$ cat src/rtl/crc32ws_pkg.sv
// Package for the word-serial CRC-32 block: constants and the 32-bit word update.
// No dependencies.
package crc32ws_pkg;

	localparam int unsigned CrcWidth = 32;

	localparam logic [CrcWidth-1:0] CRC_POLY   = 32'h04C1_1DB7;
	localparam logic [CrcWidth-1:0] CRC_PRESET = 32'hFFFF_FFFF;

	typedef logic [CrcWidth-1:0] crc_word_t;

	// One bit step, MSB first: shift, fold the old top bit, then fold the data bit.
	function automatic crc_word_t crc_bit_step(input crc_word_t crc, input logic din);
		crc_word_t nxt;
		nxt = {crc[CrcWidth-2:0], 1'b0};
		if (crc[CrcWidth-1])
			nxt = nxt ^ CRC_POLY;
		if (din)
			nxt = nxt ^ CRC_POLY;
		return nxt;
	endfunction

	// Serial update over a whole word. Only called with constant arguments,
	// to build the columns of the linear update below.
	function automatic crc_word_t crc_word_serial(input crc_word_t crc, input crc_word_t word);
		crc_word_t acc;
		acc = crc;
		for (int k = CrcWidth - 1; k >= 0; k--)
			acc = crc_bit_step(acc, word[k]);
		return acc;
	endfunction

	// Contribution of register bit i and of data bit i to the updated register.
	function automatic crc_word_t crc_col_reg(input int i);
		return crc_word_serial(crc_word_t'(1) << i, '0);
	endfunction

	function automatic crc_word_t crc_col_data(input int i);
		return crc_word_serial('0, crc_word_t'(1) << i);
	endfunction

	// The update is linear over GF(2): XOR of constant columns selected by
	// the set bits of the register and of the data word. Flat XOR trees.
	function automatic crc_word_t crc_word_next(input crc_word_t crc, input crc_word_t word);
		crc_word_t acc;
		acc = '0;
		for (int i = 0; i < CrcWidth; i++) begin
			if (crc[i])
				acc = acc ^ crc_col_reg(i);
			if (word[i])
				acc = acc ^ crc_col_data(i);
		end
		return acc;
	endfunction

endpackage

$ cat src/rtl/crc32_word_serial.sv
// Word-serial CRC-32 (poly 0x04C11DB7, MSB first, preset all ones, no final XOR).
// The word marked last is registered in stage 1, then its CRC in the output register.
// Throughput: one word per cycle; the input stalls only while a last word waits
// behind a stalled result. The 32-bit update is one XOR stage.
// Reset: asynchronous, clears the pipeline valids and presets the CRC to all ones.
// Depends on crc32ws_pkg.
module crc32_word_serial
	import crc32ws_pkg::*;
(
	input  logic                clk,
	input  logic                arst_n,

	input  logic                in_valid,
	output logic                in_stall,
	input  logic [CrcWidth-1:0] data_word,
	input  logic                first_word,
	input  logic                last_word,

	output logic                out_valid,
	input  logic                out_stall,
	output logic [CrcWidth-1:0] crc_value
);

	logic      valid_s1;
	crc_word_t data_s1;
	logic      first_s1;
	logic      last_s1;

	crc_word_t crc_q;
	logic      out_valid_q;
	crc_word_t crc_out_q;

	logic      out_free;
	logic      adv_s1;
	crc_word_t crc_base;
	crc_word_t crc_next;

	assign out_free = !out_valid_q || !out_stall;
	// Stage 1 retires when empty, when it produces no result, or when the output slot frees.
	assign adv_s1   = !valid_s1 || !last_s1 || out_free;
	assign in_stall = !adv_s1;

	always_comb begin
		crc_base = first_s1 ? CRC_PRESET : crc_q;
		crc_next = crc_word_next(crc_base, data_s1);
	end

	always_ff @(posedge clk or negedge arst_n) begin
		if (!arst_n) begin
			valid_s1 <= 1'b0;
		end else if (adv_s1) begin
			valid_s1 <= in_valid;
		end
	end

	always_ff @(posedge clk) begin
		if (adv_s1 && in_valid) begin
			data_s1  <= data_word;
			first_s1 <= first_word;
			last_s1  <= last_word;
		end
	end

	always_ff @(posedge clk or negedge arst_n) begin
		if (!arst_n) begin
			crc_q <= CRC_PRESET;
		end else if (valid_s1 && adv_s1) begin
			crc_q <= crc_next;
		end
	end

	always_ff @(posedge clk or negedge arst_n) begin
		if (!arst_n) begin
			out_valid_q <= 1'b0;
		end else if (valid_s1 && last_s1 && out_free) begin
			out_valid_q <= 1'b1;
		end else if (!out_stall) begin
			out_valid_q <= 1'b0;
		end
	end

	always_ff @(posedge clk) begin
		if (valid_s1 && last_s1 && out_free)
			crc_out_q <= crc_next;
	end

	assign out_valid = out_valid_q;
	assign crc_value = crc_out_q;

endmodule

$ cat config.mk
export PLATFORM = sky130hd
export DESIGN_NAME = crc32_word_serial
export DESIGN_NICKNAME = d
export VERILOG_FILES = /design/src/rtl/crc32ws_pkg.sv /design/src/rtl/crc32_word_serial.sv
export SDC_FILE = /design/constraint.sdc
export NUM_CORES = 1
export LEC_CHECK = 0
export BUFFER_PORTS_ARGS = -buffer_cell sky130_fd_sc_hd__buf_2
export CAP_MARGIN = 20
export CORE_MARGIN = 4
export CORE_UTILIZATION = 50
export CTS_BUF_LIST = sky130_fd_sc_hd__clkbuf_2
export CTS_CLUSTER_DIAMETER = 30
export CTS_CLUSTER_SIZE = 24
export DETAILED_ROUTE_END_ITERATION = 16
export PLACE_DENSITY = 0.77
export SYNTH_ARGS = -nofsm -noshare
export SYNTH_HDL_FRONTEND = slang
export SYNTH_SLANG_ARGS = --single-unit
$ cat constraint.sdc
create_clock -name clk -period 2.3 [get_ports clk]
set_input_delay 0.46 -clock clk [delete_from_list [all_inputs] [get_ports clk]]
set_output_delay 0.46 -clock clk [all_outputs]
set_load 0.05 [all_outputs]
==> flow_summary_export.csv, run 1 <==
group,metric,value,unit
route,drtIter0Drc,840,
hold_path,hold_path.class,"primary input to asynchronous set/reset pin",
route,routedWlPerCell,29.0,µm
route,finalWirelength,37.9,mm
critical_path,startpoint,"data_s1[7]$_DFFE_PP_",
global_route,met3_usage,6.38,%
critical_path,worstPathRequired,2.99,ns
critical_path,cp_max_fo,4,
timing,fin_crit_sh,114,%
cts,cts_root_buf,"clkbuf_2",
synth,synthesis.nets,738,
global_route,grt_antenna_before_repair,1,
timing,rsz0062_at_grt,"true",
timing,skew,0.0747,ns
cts,clk_latency,0.70,ns
placement,portBuffers,71,
run_status,status,"complete, but fails checks",
synth,synth_edf_count,66,
synth,yosysSeqAreaShare,32.7,%
placement,dp_hpwl,22.8,mm
global_route,use_met2,52.8,%
synth,mappedNetlistArea,8790,µm²
cts,clockBufferDepth,2,
floorplanning,placementRows,48,
cts,cts_max_level,3,
synth,async_reset_ff_share,34.0,%
global_route,grt_remaining_overflow,0,
timing,finalSetupViolations,63,
critical_path,crit_end,"crc_q[13]$_DFFE_PN1P_",
global_route,busiest_layer,"met2",
timing,worst_pin_slew,0.634,ns
route,vias,7432,
timing,relSlewSlack,57.4,%
finish,drive_gt1_share,61.9,%
placement,finalWeightedCongestion,0.985,
timing,fmax,382,MHz
synth,synth.top_cells.by_count,"xnor2_1, nor2_1, xnor3_1",
synth,synth_area_per_cell,12.6,µm²
synth,ys_ff_latch,100,
critical_path,crit_path_end_kind,"flip-flop",
route,ant_nets,0,
critical_path,crit_arrival,3.31,ns
cts,path_clk_slew,0.36,ns
synth,syn_inst,700,
cts,cts_buffers,9,
synth,yosys.area.top_type_share,22.7,%
synth,synthFlopType,"edfxtp_1",
floorplanning,core-area,17300,µm²
global_route,track_usage,32.3,%
synth,ys_top_cells_by_area,"xnor2_1, edfxtp_1, xnor3_1",
finish,nNetsFinal,1113,
finish,syn_to_final_growth,61.7,%
floorplanning,start_util,50.8,%
synth,synth.distinct_cells,27,
synth,yosysWarnings,0,
run,drv_cap,0,
critical_path,worstSetupPathType,"flip-flop to flip-flop",
synth,yosys.area.top_type,"xnor2_1",
cts,tritoncts,"done",
floorplanning,die_x,141,µm
route,firstDrtPassIters,5,
timing,final_hold_viol_count,0,
floorplanning,ios,72,
global_route,grt_use_met1,41.7,%
timing,worst_slack,-0.318,ns
placement,pre_cts_ws,-0.236,ns
critical_path,worstReg2RegStart,"data_s1[7]$_DFFE_PP_",
timing,period_minus_slack,2.62,ns
finish,utilization,82.2,%
route,vias_per_cell,5.69,
critical_path,reg2reg_slack,-0.32,ns
critical_path,r2r_end,"crc_q[13]$_DFFE_PN1P_",
critical_path,cp-start-kind,"flip-flop",
timing,drv_slew,0,
synth,yosysMostFrequentCell,"xnor2_1",
global_route,grt_max_degree,37,
route,drc_errors,0,
global_route,grt_pass1_vias,7268,
cts,cts.sinks,100,
run_status,violations,"setup timing",
floorplanning,die_h,141,µm
global_route,grt_pass1_wl,46.5,mm
critical_path,reg2reg_depth,6,
floorplanning,dieArea,19800,µm²
area by class of cell:
class | count | area, µm²
Tap cell | 225 | 282
Timing Repair Buffer | 429 | 3690
Inverter | 5 | 18.8
Clock inverter | 7 | 65.1
Antenna cell | 1 | 2.50
Clock buffer | 9 | 45.0
Sequential cell | 100 | 2870
Fill cell | 855 | 3080
Multi-Input combinational cell | 530 | 7240
layer usage:
metal / wire length (µm) / vias up
met5: 0 / -
met4: 2890 / 0
met3: 3640 / 169
met2: 18000 / 563
met1: 13300 / 3698
li1: - / 3002
per-stage QoR:
step,std cells,instance area (µm²),hold slack [ns],setup TNS (ns)
floorplan,700,8830,0.164,0
global placement,1154,11000,0.359,-4.51
detailed placement,1154,11000,0.363,-4.97
CTS,1267,13100,0.135,-3.60
global route,1306,14200,0.0896,-10.56
finish,1306,14200,0.135,-9.19
sequential cells by signal (all words and copies together) (netlist names):
register	flops
crc_q	32
crc_value	32
data_s1	32
first_s1	1
last_s1	1
out_valid	1
valid_s1	1
kinds of logic after synthesis:
| logic type | share of synthesized area, % |
|---|---|
| buffers and inverters | 3.68 |
| flip-flops | 32.7 |
| AO/OA/AOI/OAI | 0.284 |
| XOR/XNOR | 55.1 |
| multiplexers | 3.70 |
| AND/OR/NAND/NOR | 4.61 |
worst max-delay path, cell delays in order, from the launching register on:
cell and delay [ns]:
edfxtp_1 0.55, buf_4 0.20, xnor2_1 0.25, xnor3_1 0.41, xnor3_1 0.42, xnor3_1 0.46
mux2_4 0.31
cells in the final DEF (no fill, tap or decap), types with 2 or more instances in the layout:
cell	Yosys	layout
o21ai_1	0	3
inv_1	5	5
edfxtp_1	66	66
xnor2_2	4	78
xor3_1	21	18
nand2_1	8	8
xnor3_2	1	12
xnor2_4	1	27
buf_12	0	20
buf_2	43	70
buf_8	0	5
nor2_2	0	22
xor2_2	1	15
xor2_1	62	45
buf_16	0	3
dfstp_2	32	32
xor3_2	0	3
inv_8	0	2
nor2_1	90	30
xnor2_1	228	128
dfrtp_1	2	2
clkbuf_2	0	9
dlygate4sd3_1	0	37
xnor3_1	73	62
mux2_4	0	18
buf_4	0	238
nand2b_1	3	3
nor2_4	0	38
xor2_4	0	3
inv_6	0	3
mux2_2	28	10
buf_6	1	55
how the worst min path moves through the flow:
stage | slack (ns) | to | cells after the start
6_report | 0.13 | out_valid$_DFFE_PN0P_ | 2
5_1_grt | 0.09 | out_valid$_DFFE_PN0P_ | 2
4_1_cts | 0.13 | out_valid$_DFFE_PN0P_ | 2
3_5_place_dp | 0.36 | valid_s1$_DFFE_PN0N_ | 1
3_3_place_gp | 0.36 | out_valid$_DFFE_PN0P_ | 1
2_1_floorplan | 0.16 | out_valid$_DFFE_PN0P_ | 0
repair_timing:
item	in CTS	in global routing
gates cloned	3	0
gates resized for setup	207	143
endpoints found under the setup margin	60	62
buffers inserted	62	46
hold endpoints to repair	47	0
hold buffers	37	0
pin swaps	87	74
Power of run 1 is not shown: default switching activity piles up to over one toggle a cycle in this logic, so the estimate is an artifact.
==> inputs of run 2 (changes only) <==
==> constraint.sdc (replaced) <==
create_clock -name clk -period 2.3 [get_ports clk]
set_input_delay 0.115 -clock clk [delete_from_list [all_inputs] [get_ports clk]]
set_output_delay 0.115 -clock clk [all_outputs]
set_load 0.05 [all_outputs]
==> run 2 against run 1 <==
Worst setup slack improved by 0.070 ns. Maximum frequency rose by 2.7%. Critical endpoint is now crc_q[26]$_DFFE_PN1P_. Die area did not move. The flow still finishes with violations (setup timing). Sequential share of layout area rose by 0.74 points. Clock skew shrank 0.018 ns. Utilization is 2.9 points lower.
==> flow_summary_export.csv, run 2 (synthesis results as in run 1) <==
group,metric,value,unit
timing,worst_pin_slew,0.929,ns
timing,fin_setup_tns,-5.01,ns
finish,fillers,941,
route,routedWlPerCell,25.6,µm
critical_path,worstPathRequired,2.95,ns
critical_path,path_cells,"buf_6, buf_12, nor2_4, xor2_2, xnor3_2, xnor2_2, xnor3_2, mux2_2",
placement,finalWeightedCongestion,1.06,
cts,cts_root_buf,"clkbuf_2",
route,finalWirelength,33.5,mm
finish,instances_no_fill,1306,
timing,fin_crit_sh,111,%
timing,rsz0062_at_grt,"true",
floorplanning,dieArea,19800,µm²
critical_path,reg2reg_depth,8,
timing,finalSetupViolations,53,
cts,cts_max_level,3,
critical_path,crit_arrival,3.20,ns
critical_path,reg2reg_slack,-0.25,ns
global_route,grt_remaining_overflow,0,
timing,skew,0.0572,ns
floorplanning,die_h,141,µm
finish,utilization,79.3,%
critical_path,cp_top_family,"XOR/XNOR gates",
finish,regArea,2870,µm²
critical_path,cpMaxStageDelayCell,"edfxtp_1",
route,vias_per_cell,5.43,
timing,final_hold_viol_count,0,
cts,clockBufferDepth,2,
global_route,track_usage,32.0,%
route,vias,7086,
finish,syn_to_final_growth,56.0,%
cts,tritoncts,"done",
finish,final_cell_mix,"buf_4, xnor2_1, xnor2_2",
floorplanning,start_util,50.8,%
placement,dp_cells,1154,
critical_path,startpoint,"first_s1$_DFFE_PP_",
timing,drv_slew,0,
run_status,violations,"setup timing",
placement,dpl_cell_area,10900,µm²
critical_path,r2r_end,"crc_q[26]$_DFFE_PN1P_",
timing,worst_slack,-0.248,ns
placement,dp_hpwl,22.6,mm
critical_path,cp-start-kind,"flip-flop",
timing,period_minus_slack,2.55,ns
floorplanning,die_x,141,µm
floorplanning,placementRows,48,
finish,drive_gt1_share,59.4,%
run_status,status,"complete, but fails checks",
cts,cts_buffers,9,
critical_path,crit_top_cell,"xnor3_2",
critical_path,crit_path_end_kind,"flip-flop",
route,drtIter0Drc,662,
floorplanning,ios,72,
placement,portBuffers,71,
timing,fmax,392,MHz
hold_path,hold_path.class,"primary input to asynchronous set/reset pin",
timing,relSlewSlack,38.1,%
finish,final_common_cell,"buf_4",
global_route,grt_pass1_wl,45.6,mm
finish,multi_input_area,6890,µm²
route,firstDrtPassIters,5,
cts,path_clk_slew,0.36,ns
global_route,grt_antenna_before_repair,1,
critical_path,worstReg2RegStart,"first_s1$_DFFE_PP_",
critical_path,worstSetupPathType,"flip-flop to flip-flop",
global_route,grt_pass1_vias,7099,
cts,cts.sinks,100,
cts,clk_latency,0.72,ns
route,ant_nets,0,
global_route,grt_max_degree,37,
finish,finish.instance_area,13700,µm²
critical_path,critPathMaxStageDelay,0.53,ns
critical_path,cp_max_fo,5,
floorplanning,core-area,17300,µm²
run,drv_cap,0,
finish,nNetsFinal,1113,
route,drc_errors,0,
critical_path,crit_buf_inv,2,
[run 2: worst max path at each step]
stage	to	slack (ns)	cells after the start
after floorplan	crc_q[23]$_DFFE_PN1P_	0.002	7
after global placement	crc_q[17]$_DFFE_PN1P_	-0.33	7
after detailed placement	crc_q[17]$_DFFE_PN1P_	-0.34	7
after CTS	crc_q[15]$_DFFE_PN1P_	-0.20	8
after global routing	crc_q[26]$_DFFE_PN1P_	-0.27	8
final	crc_q[26]$_DFFE_PN1P_	-0.25	8
[run 2: cell type report]
cell class                 instances  area share (%)
tap                              225            2.05
clock inverter                     7           0.410
timing repair buffer             429            25.9
clock buffer                       9           0.328
antenna                            1          0.0182
sequential                       100            20.9
multi-input combinational        530            50.2
inverter                           5           0.137
[run 2: worst reg2reg max path: cells and delay by family, from the launching register on]
family	cells	cell delay, ns
flops	1	0.53
mux	1	0.28
buf+inv	2	0.35
simple gates	1	0.10
xor+xnor	4	1.22
[run 2: timing repair]
action / CTS / global route
hold buffers: 38 / 0
buffers inserted: 61 / 43
hold endpoints to repair: 71 / 0
setup endpoints to repair: 61 / 63
gates resized for setup: 147 / 117
pin swaps: 63 / 54
gates cloned: 1 / 3
[run 2: stage by stage]
step / worst slack [ns] / hold slack [ns]
finish: -0.248 / 0.0491
CTS: -0.204 / 0.0507
detailed placement: -0.337 / 0.293
floorplan: 0.00241 / -0.181
global placement: -0.329 / 0.272
global route: -0.270 / 0.0731
[run 2: routing by layer]
metal  track usage, %  share of wire [%]  vias to the layer above
met4             16.0                6.9                        0
met3             5.33                8.6                      141
li1                 -                  -                     2998
met5                0                  0                        -
met2             52.3                 47                      444
met1             41.6                 37                     3503
Power of run 2 is left out for the same reason.
==> inputs of run 3 (changes only) <==
Settings changed: ABC_CLOCK_PERIOD_IN_PS set to 2300, HOLD_SLACK_MARGIN set to 0.15.
==> run 3 against run 2 <==
Highest routed layer unchanged. Register-to-register slack got worse by 0.06 ns. Maximum frequency fell by 2.4%. Critical path depth did not move. First-iteration DRC count rose by 18%. Critical path type unchanged. The flow still finishes with violations (setup timing). Utilization rose by 4.5 points. Routed wire length rose by 13%. Design area rose by 5.7%.
==> flow_summary_export.csv, run 3 (synthesis results as in run 1) <==
group,metric,value,unit
floorplanning,ios,72,
hold_path,hold_path.class,"primary input to flip-flop",
cts,cts_root_buf,"clkbuf_2",
route,firstDrtPassIters,5,
floorplanning,die_h,141,µm
timing,worst_pin_slew,0.862,ns
finish,final_cell_mix,"buf_4, xnor2_1, xnor2_2, dlygate4sd3_1, buf_2",
finish,multi_input_area,7200,µm²
cts,clockBufferDepth,2,
run_status,status,"complete, but fails checks",
route,ant_nets,0,
timing,fmax,383,MHz
critical_path,worstPathRequired,2.98,ns
timing,skew,0.0632,ns
cts,cts_buffers,9,
run,drv_cap,0,
route,routedWlPerCell,28.0,µm
timing,relSlewSlack,42.5,%
route,finalWirelength,37.9,mm
global_route,track_usage,33.2,%
timing,drv_slew,0,
critical_path,cp-start-kind,"flip-flop",
global_route,met3_usage,5.50,%
route,drc_errors,0,
timing,period_minus_slack,2.61,ns
critical_path,cp_max_fo,8,
critical_path,worstSetupPathType,"flip-flop to flip-flop",
finish,fillers,790,
timing,rsz0062_at_grt,"true",
global_route,grt_max_degree,37,
global_route,use_met2,53.2,%
route,drtIter0Drc,781,
timing,worst_slack,-0.310,ns
critical_path,crit_arrival,3.29,ns
floorplanning,dieArea,19800,µm²
run_status,violations,"setup timing",
global_route,grt_pass1_vias,7353,
global_route,busiest_layer,"met2",
global_route,grt_pass1_wl,47.3,mm
cts,path_clk_slew,0.37,ns
cts,cts.sinks,100,
route,vias,7661,
floorplanning,die_x,141,µm
timing,hold-worst-slack,0.282,ns
route,vias_per_cell,5.67,
finish,utilization,83.8,%
finish,nNetsFinal,1159,
critical_path,crit_path_end_kind,"flip-flop",
finish,regArea,2870,µm²
finish,syn_to_final_growth,64.9,%
timing,fin_crit_sh,113,%
cts,cts_max_level,3,
cts,tritoncts,"done",
floorplanning,start_util,50.8,%
global_route,grt_remaining_overflow,0,
cts,clk_latency,0.73,ns
placement,finalWeightedCongestion,1.06,
floorplanning,placementRows,48,
finish,drive_gt1_share,59.3,%
global_route,grt_use_met1,43.1,%
placement,dp_hpwl,22.6,mm
finish,final_common_cell,"buf_4",
floorplanning,core-area,17300,µm²
timing,finalSetupViolations,62,
global_route,grt_antenna_before_repair,1,
placement,portBuffers,71,
timing,final_hold_viol_count,0,
## run 3: final cells by class
class / instances / area share (%)
diodes: 1 / 0.0173
clock buffers: 9 / 0.311
clock inverters: 7 / 0.388
inverters: 5 / 0.129
multi-input cells: 530 / 49.7
flip-flops and latches: 100 / 19.8
well taps: 225 / 1.94
repair buffers: 475 / 27.7
## run 3: metrics by stage
stage / area, µm² / TNS [ns] / instances / setup WS (ns)
after detailed placement: 10900 / -5.90 / 1154 / -0.337
final: 14500 / -7.77 / 1352 / -0.310
after floorplan: 8830 / 0 / 700 / 0.00241
after CTS: 13100 / -3.05 / 1303 / -0.204
after global placement: 10900 / -5.04 / 1154 / -0.329
after global routing: 14500 / -9.66 / 1352 / -0.314
## run 3: worst max-delay path, cell delays in order (launching register included)
cell and delay [ns]:
edfxtp_1 0.53, buf_6 0.18, buf_12 0.15, buf_4 0.15, nor2_1 0.19, xnor2_1 0.23, xnor3_1 0.47, xnor3_1 0.38
mux2_2 0.27
## run 3: repair_timing
action / 4_1_cts / 5_1_grt
cloned: 1 / 2
pin swaps: 63 / 77
hold endpoints to repair: 136 / 0
endpoints found under the setup margin: 61 / 63
resized for setup: 147 / 174
hold buffers: 73 / 0
buffers inserted: 61 / 55
## run 3: per-layer routing
metal / share of wire (%) / vias to the layer above
met5: 0 / -
met4: 7.9 / 0
met3: 9.7 / 163
met2: 47 / 605
met1: 35 / 3803
li1: - / 3090
## run 3: final timing paths
kind                            slack, ns  depth (start not counted)                 start                    end
min in group asynchronous            0.39                          2                arst_n  crc_q[11]$_DFFE_PN1P_
max in group asynchronous            1.16                          3                arst_n   valid_s1$_DFFE_PN0N_
worst min-delay path                 0.28                          4             out_stall  out_valid$_DFFE_PN0P_
worst max register to register      -0.31                          8    first_s1$_DFFE_PP_   crc_q[4]$_DFFE_PN1P_
worst max-delay path                -0.31                          8    first_s1$_DFFE_PP_   crc_q[4]$_DFFE_PN1P_
worst min register to register       0.66                          2  crc_q[7]$_DFFE_PN1P_   crc_q[7]$_DFFE_PN1P_
Power of run 3 is left out for the same reason.
